===== config.mk =====
export PLATFORM = sky130hd
export DESIGN_NAME = rwp_front
export DESIGN_NICKNAME = d
export VERILOG_FILES = /design/src/rwp_pkg.sv /design/src/rwp_front.sv
export SDC_FILE = /design/constraint.sdc
export NUM_CORES = 1
export LEC_CHECK = 0
export BUFFER_PORTS_ARGS = -buffer_cell sky130_fd_sc_hd__buf_2
export CAP_MARGIN = 20
export CORE_MARGIN = 2
export CORE_UTILIZATION = 27
export CTS_BUF_LIST = sky130_fd_sc_hd__clkbuf_8
export DETAILED_ROUTE_END_ITERATION = 6
export PLACE_DENSITY = 0.49
export SKIP_CTS_REPAIR_TIMING = 1
export SLEW_MARGIN = 20
export SYNTH_ARGS = -nofsm -noshare
export SYNTH_HDL_FRONTEND = slang
export SYNTH_SLANG_ARGS = --single-unit
export TNS_END_PERCENT = 10

===== constraint.sdc =====
create_clock -name clk -period 2.8 [get_ports clk]
set_clock_uncertainty 0.2 [all_clocks]
set_input_delay 0.14 -clock clk [delete_from_list [all_inputs] [get_ports clk]]
set_output_delay 0.14 -clock clk [all_outputs]
set_load 0.03 [all_outputs]

===== src/rwp_pkg.sv =====
package rwp_pkg;

  // Field widths of the request and result items.
  localparam int ADDR_W = 10;
  localparam int BYTE_W = 8;

  // Command codes carried by a request.
  localparam logic [1:0] CMD_WRITE = 2'd0;
  localparam logic [1:0] CMD_READ  = 2'd1;
  localparam logic [1:0] CMD_FLUSH = 2'd2;
  localparam logic [1:0] CMD_RESET = 2'd3;

  // Result kinds.
  localparam logic [1:0] KIND_ACK    = 2'd0;
  localparam logic [1:0] KIND_READ   = 2'd1;
  localparam logic [1:0] KIND_PACKET = 2'd2;

  // Result status codes.
  localparam logic [1:0] ST_OK   = 2'd0;
  localparam logic [1:0] ST_OOR  = 2'd1;
  localparam logic [1:0] ST_FULL = 2'd2;

  // Address ranges used when a queued write is packed.
  localparam logic [ADDR_W-1:0] ADDR_SHORT_LIMIT = 10'h0FC;
  localparam logic [ADDR_W-1:0] ADDR_LONG_LO     = 10'h100;
  localparam logic [ADDR_W-1:0] ADDR_LONG_HI     = 10'h1FB;

  // Fixed packet bytes.
  localparam logic [BYTE_W-1:0] BYTE_ESC      = 8'hFE;
  localparam logic [BYTE_W-1:0] BYTE_PAD      = 8'hFF;
  localparam logic [BYTE_W-1:0] BYTE_RST0     = 8'hFD;
  localparam logic [BYTE_W-1:0] BYTE_RST1     = 8'h82;
  localparam logic [BYTE_W-1:0] READ_OOR_BYTE = 8'hFF;

  // Depth of the job queue between front and back.
  localparam int JOBQ_DEPTH = 2;
  localparam int JOBQ_AW    = $clog2(JOBQ_DEPTH);
  localparam int JOBQ_CW    = $clog2(JOBQ_DEPTH + 1);

  typedef struct packed {
    logic [1:0]        command;
    logic [ADDR_W-1:0] reg_addr;
    logic [BYTE_W-1:0] reg_value;
  } in_item_t;

  typedef struct packed {
    logic [1:0]        kind;
    logic [BYTE_W-1:0] byte_out;
    logic [1:0]        status;
    logic              last;
  } out_item_t;

  // Operation decided by the front for each request.
  typedef enum logic [2:0] {
    OP_WRITE,
    OP_WRITE_OOR,
    OP_READ,
    OP_READ_OOR,
    OP_FLUSH,
    OP_RESET
  } op_t;

  typedef struct packed {
    op_t               op;
    logic [ADDR_W-1:0] addr;
    logic [BYTE_W-1:0] value;
  } job_t;

  // Control from the back to the front.
  typedef struct packed {
    logic pop;
    logic clearing;
  } back_ctl_t;

  typedef enum logic [2:0] {
    S_CLEAR,
    S_IDLE,
    S_READ,
    S_FL_FETCH,
    S_FL_DECODE,
    S_FL_EMIT,
    S_RST_EMIT,
    S_PAD
  } back_state_t;

endpackage


===== src/rwp_front.sv =====
module rwp_front #(
  parameter int SHADOW_DEPTH = 512
) (
  input  logic               clk,
  input  logic               rst_n,
  input  logic               in_valid,
  output logic               in_stall,
  input  rwp_pkg::in_item_t  in_data,
  output logic               job_valid,
  output rwp_pkg::job_t      job,
  input  rwp_pkg::back_ctl_t ctl
);

  import rwp_pkg::*;

  job_t               slot_r [JOBQ_DEPTH];
  logic [JOBQ_AW-1:0] wr_ptr_r;
  logic [JOBQ_AW-1:0] rd_ptr_r;
  logic [JOBQ_CW-1:0] cnt_r;
  logic               push;
  logic               addr_oor;
  job_t               job_in;

  // Requests wait while the job queue is full or the shadow is being cleared.
  assign in_stall  = (cnt_r == JOBQ_CW'(JOBQ_DEPTH)) || ctl.clearing;
  assign push      = in_valid && !in_stall;
  assign job_valid = (cnt_r != '0);
  assign job       = slot_r[rd_ptr_r];

  // Classify the request into an operation.
  assign addr_oor = ({1'b0, in_data.reg_addr} >= (ADDR_W + 1)'(SHADOW_DEPTH));

  always_comb begin
    job_in.addr  = in_data.reg_addr;
    job_in.value = in_data.reg_value;
    unique case (in_data.command)
      CMD_WRITE: job_in.op = addr_oor ? OP_WRITE_OOR : OP_WRITE;
      CMD_READ:  job_in.op = addr_oor ? OP_READ_OOR : OP_READ;
      CMD_FLUSH: job_in.op = OP_FLUSH;
      CMD_RESET: job_in.op = OP_RESET;
    endcase
  end

  // Job queue storage.
  always_ff @(posedge clk) begin
    if (push) begin
      slot_r[wr_ptr_r] <= job_in;
    end
  end

  // Job queue pointers and fill count.
  always_ff @(posedge clk) begin
    if (!rst_n) begin
      wr_ptr_r <= '0;
      rd_ptr_r <= '0;
      cnt_r    <= '0;
    end else begin
      if (push) begin
        wr_ptr_r <= wr_ptr_r + JOBQ_AW'(1);
      end
      if (ctl.pop) begin
        rd_ptr_r <= rd_ptr_r + JOBQ_AW'(1);
      end
      if (push && !ctl.pop) begin
        cnt_r <= cnt_r + JOBQ_CW'(1);
      end else if (!push && ctl.pop) begin
        cnt_r <= cnt_r - JOBQ_CW'(1);
      end
    end
  end

endmodule


==> results.md <==
* Buffers added on ports at 47
* Drt wl/cell at 12.7 µm
* Clk Latency, worst-skew pair at 0.29 ns
* Max Root-Sink Buffers at 2
* Max IR drop VDD at 0.331 mV
* Most common flop cell mapped by yosys: sky130_fd_sc_hd__edfxtp_1
* Data required, critical path at 2.46 ns
* Main area contributors after synthesis: sky130_fd_sc_hd__edfxtp_1 (71%), sky130_fd_sc_hd__mux2_2 (14%), sky130_fd_sc_hd__dfxtp_1 (5.7%)
* Via count at 1033
* CP delay by family, top: flip-flops
* Finish-stage setup viols at 0
* Clock buffer count from CTS at 5
* Element type at the critical path start: flip-flop
* Yosys top cell by area: sky130_fd_sc_hd__edfxtp_1
* Fraction of power spent switching nets at 23.9%
* Logic pwr share at 16.6%
* Cell with the biggest individual delay on the critical path: sky130_fd_sc_hd__dfxtp_1
* Total Die Area at 7220 µm²
* Arrival time worst endpoint at 1.72 ns
* Run status: finished, violations left
* Proportion of synthesized chip area in sequential cells at 76.9%
* Sink Count at 47
* Placer's final routability congestion estimate at 0.695
* Hold Path Stages at 4
* Critical Setup Path Class: reg2out
* First-pass GRT wire length at 4820 µm
* Std-Cell Core Area at 6350 µm²
* Critical Path Sink Type: output port
* Unique cell type count in the Yosys netlist at 19
* Total standard cell area after synthesis at 1770 µm²
* Horizontal die dimension at 85.0 µm
* Hold violation count in the final report at 1
* Remaining antenna violation count after routing at 0
* Overall overflow remaining after global route at 0
* Top fanout value on the critical path at 13
* Non-filler instance count after layout at 247
* Layout cells sized above 1 at 47.6%
* Effective utilization at floorplan at 27.9%
* Net switching power at 0.369 mW
* Max Clock Freq at 485 MHz
* Critical path cell sequence: buf_4, mux2_2, buf_2
* Post-placement worst setup slack at 0.757 ns
* Slowest Stage Delay on Critical Path at 0.57 ns
* Area used by multi-input combinational logic at 394 µm²
* Yosys Warn Count at 0
* Number of nets in the finished design at 195
* Number of cells in the design after placement at 218
* Lkg Pwr at 0.924 nW
* Final count of pins violating max slew at 0
* Count of flip-flops with a built-in enable after synthesis at 42
* Share of total power in the clock network at 30.2%
* DRC violations left at 0
* Max_slew headroom at 68.8%
* Period Utilization, post-route at 73.6%
* Total detailed-routing wirelength at 3140 µm
* Depth of the CTS H-tree at 2
* Fillers at 599
* Areal power density over the cells at 636 nW/µm²
* Most common cell in the synthesized netlist: sky130_fd_sc_hd__edfxtp_1
* Area growth from synthesis to layout at 37.3%
* Reg power frac at 53.2%
* Ys async rst share at 0%
* Clock period minus worst slack at 2.06 ns
* Worst-case reg-to-reg path depth at 4
* Worst hold path startpoint: ctl[0]
* Die height at 85.0 µm
* Cell at the root of the clock tree: sky130_fd_sc_hd__clkbuf_8
* Clock-pin slew reported for the worst setup and hold paths after clock tree synthesis at 0.08 ns
* Antenna violations before repair at 0
* Number of global-route vias before repair at 1047
* Cell count after synthesis at 94
* Most common library cells after synthesis: sky130_fd_sc_hd__edfxtp_1 (42), sky130_fd_sc_hd__mux2_2 (22), sky130_fd_sc_hd__dfxtp_1 (5), sky130_fd_sc_hd__and2_1 (4), sky130_fd_sc_hd__nor2b_1 (3)
* Placement Rows at 29
* Transition time at the pin with the least slew margin at 0.466 ns
* Number of primary I/O pins at 48
* Dpl hpwl at 2200 µm
* Number of maximum-capacitance violations at 0
* Type of the tightest min-delay check: in2reg
* Vias per std cell at 4.18
* Logic depth of the worst path, buffers included at 3
* Detailed router's first-iteration violation count at 24
* Top-area cell type share of the netlist area at 71.2%
* Setup repair after global routing missed its margin: false
* Internal Dissipation at 1.18 mW
* Final total negative setup slack at 0 ns
* Count of buffer and inverter cells on the critical path at 2
* Worst R2R Start: cnt_r[0]
* Synthesized netlist net count at 120
* Pin count of the biggest net entering global routing at 15
* First-pass detailed-route iteration total at 3
* Post-synthesis average cell area at 18.8 µm²
* Violated checks: hold timing
* GRT Overall Usage at 8.86%
* Worst hold slack after final layout at -0.00551 ns
* Worst Setup Slack, final at 0.740 ns
* Antenna diode count at 0
* Sequential cell area at 1360 µm²
* TritonCTS clock tree: built
* Synthesis-stage register bit count at 47
[cells by family (layout without fill, tap and decap cells)]
kind of cell | after synthesis | count (layout) | share of synthesized area, %
multiplexers | 22 | 22 | 14.0
XOR/XNOR | 3 | 3 | 1.48
AO/OA/AOI/OAI | 3 | 3 | 0.990
adder cells (fa/ha/maj) | 1 | 1 | 0.707
flip-flops | 47 | 47 | 76.9
AND/OR/NAND/NOR | 14 | 14 | 4.95
buffers and inverters | 4 | 80 | 0.989
[layout make-up]
type / count / area share, %
Timing Repair Buffer: 71 / 19.2
Sequential cell: 47 / 56.0
Inverter: 1 / 0.154
Tap cell: 77 / 3.96
Clock buffer: 5 / 2.83
Multi-Input combinational cell: 43 / 16.2
Clock inverter: 3 / 1.60
[layer usage]
| layer | track usage [%] | wire [µm] | vias to the layer above |
|---|---|---|---|
| li1 | - | - | 504 |
| met4 | 3.03 | 42 | 0 |
| met3 | 3.89 | 223 | 5 |
| met2 | 15.8 | 1560 | 36 |
| met5 | 0 | 0 | - |
| met1 | 9.29 | 1310 | 488 |
[layout by cell type (no fill, tap or decap)]
| cell | count |
|---|---|
| sky130_fd_sc_hd__a21boi_1 | 1 |
| sky130_fd_sc_hd__and2_1 | 4 |
| sky130_fd_sc_hd__and3_1 | 1 |
| sky130_fd_sc_hd__buf_2 | 47 |
| sky130_fd_sc_hd__buf_4 | 3 |
| sky130_fd_sc_hd__bufinv_16 | 1 |
| sky130_fd_sc_hd__clkbuf_8 | 5 |
| sky130_fd_sc_hd__clkinv_1 | 1 |
| sky130_fd_sc_hd__clkinv_2 | 1 |
| sky130_fd_sc_hd__dfxtp_1 | 5 |
| sky130_fd_sc_hd__dlygate4sd3_1 | 21 |
| sky130_fd_sc_hd__edfxtp_1 | 42 |
| sky130_fd_sc_hd__ha_1 | 1 |
| sky130_fd_sc_hd__inv_1 | 1 |
| sky130_fd_sc_hd__mux2_2 | 22 |
| sky130_fd_sc_hd__nand2_1 | 1 |
| sky130_fd_sc_hd__nand2b_1 | 2 |
| sky130_fd_sc_hd__nand4b_1 | 1 |
| sky130_fd_sc_hd__nor2b_1 | 2 |
| sky130_fd_sc_hd__nor2b_2 | 1 |
| sky130_fd_sc_hd__o21ai_0 | 2 |
| sky130_fd_sc_hd__or2_2 | 1 |
| sky130_fd_sc_hd__or3_1 | 1 |
| sky130_fd_sc_hd__xnor2_1 | 1 |
| sky130_fd_sc_hd__xor2_1 | 2 |
[flip-flops by register name, indices dropped and copies added (netlist names), named ones only]
register and cells:
rd_ptr_r 1, cnt_r 2, wr_ptr_r 1, slot_r 42
[worst min-delay path, delay by kind of cell]
| family | cells | cell delay [ns] |
|---|---|---|
| buffers and inverters | 1 | 0.08 |
| AOI/OAI and AO/OA | 1 | 0.08 |
| and+or+nand+nor | 2 | 0.13 |
[per-stage QoR]
| stage | hold slack (ns) | area [µm²] | util (%) | total power [mW] |
|---|---|---|---|---|
| 2_1_floorplan | 0.0389 | 1770 | - | 0.999 |
| 3_3_place_gp | 0.130 | 2110 | 33.3 | 1.07 |
| 3_5_place_dp | 0.132 | 2110 | 33.3 | 1.08 |
| 4_1_cts | -0.176 | 2220 | 35.0 | 1.55 |
| 5_1_grt | 0.0126 | 2430 | 38.3 | 1.62 |
| 6_report | -0.00551 | 2430 | 38.3 | 1.55 |
[final timing paths]
path | endpoint | slack (ns)
setup / recovery | job[10] | 0.74
hold / removal | wr_ptr_r | -0.006
setup reg to reg | slot_r[0][2] | 0.80
hold reg to reg | wr_ptr_r | 0.32
[power by group through the flow]
stage | Sequential [mW] | Clock [mW] | Combinational (mW)
after floorplan | 0.832 | 0 | 0.167
after global placement | 0.837 | 0 | 0.232
after detailed placement | 0.840 | 0 | 0.237
after CTS | 0.824 | 0.492 | 0.239
after global routing | 0.827 | 0.515 | 0.276
final | 0.823 | 0.466 | 0.257
Note: power is estimated with default switching activity, not from simulation.
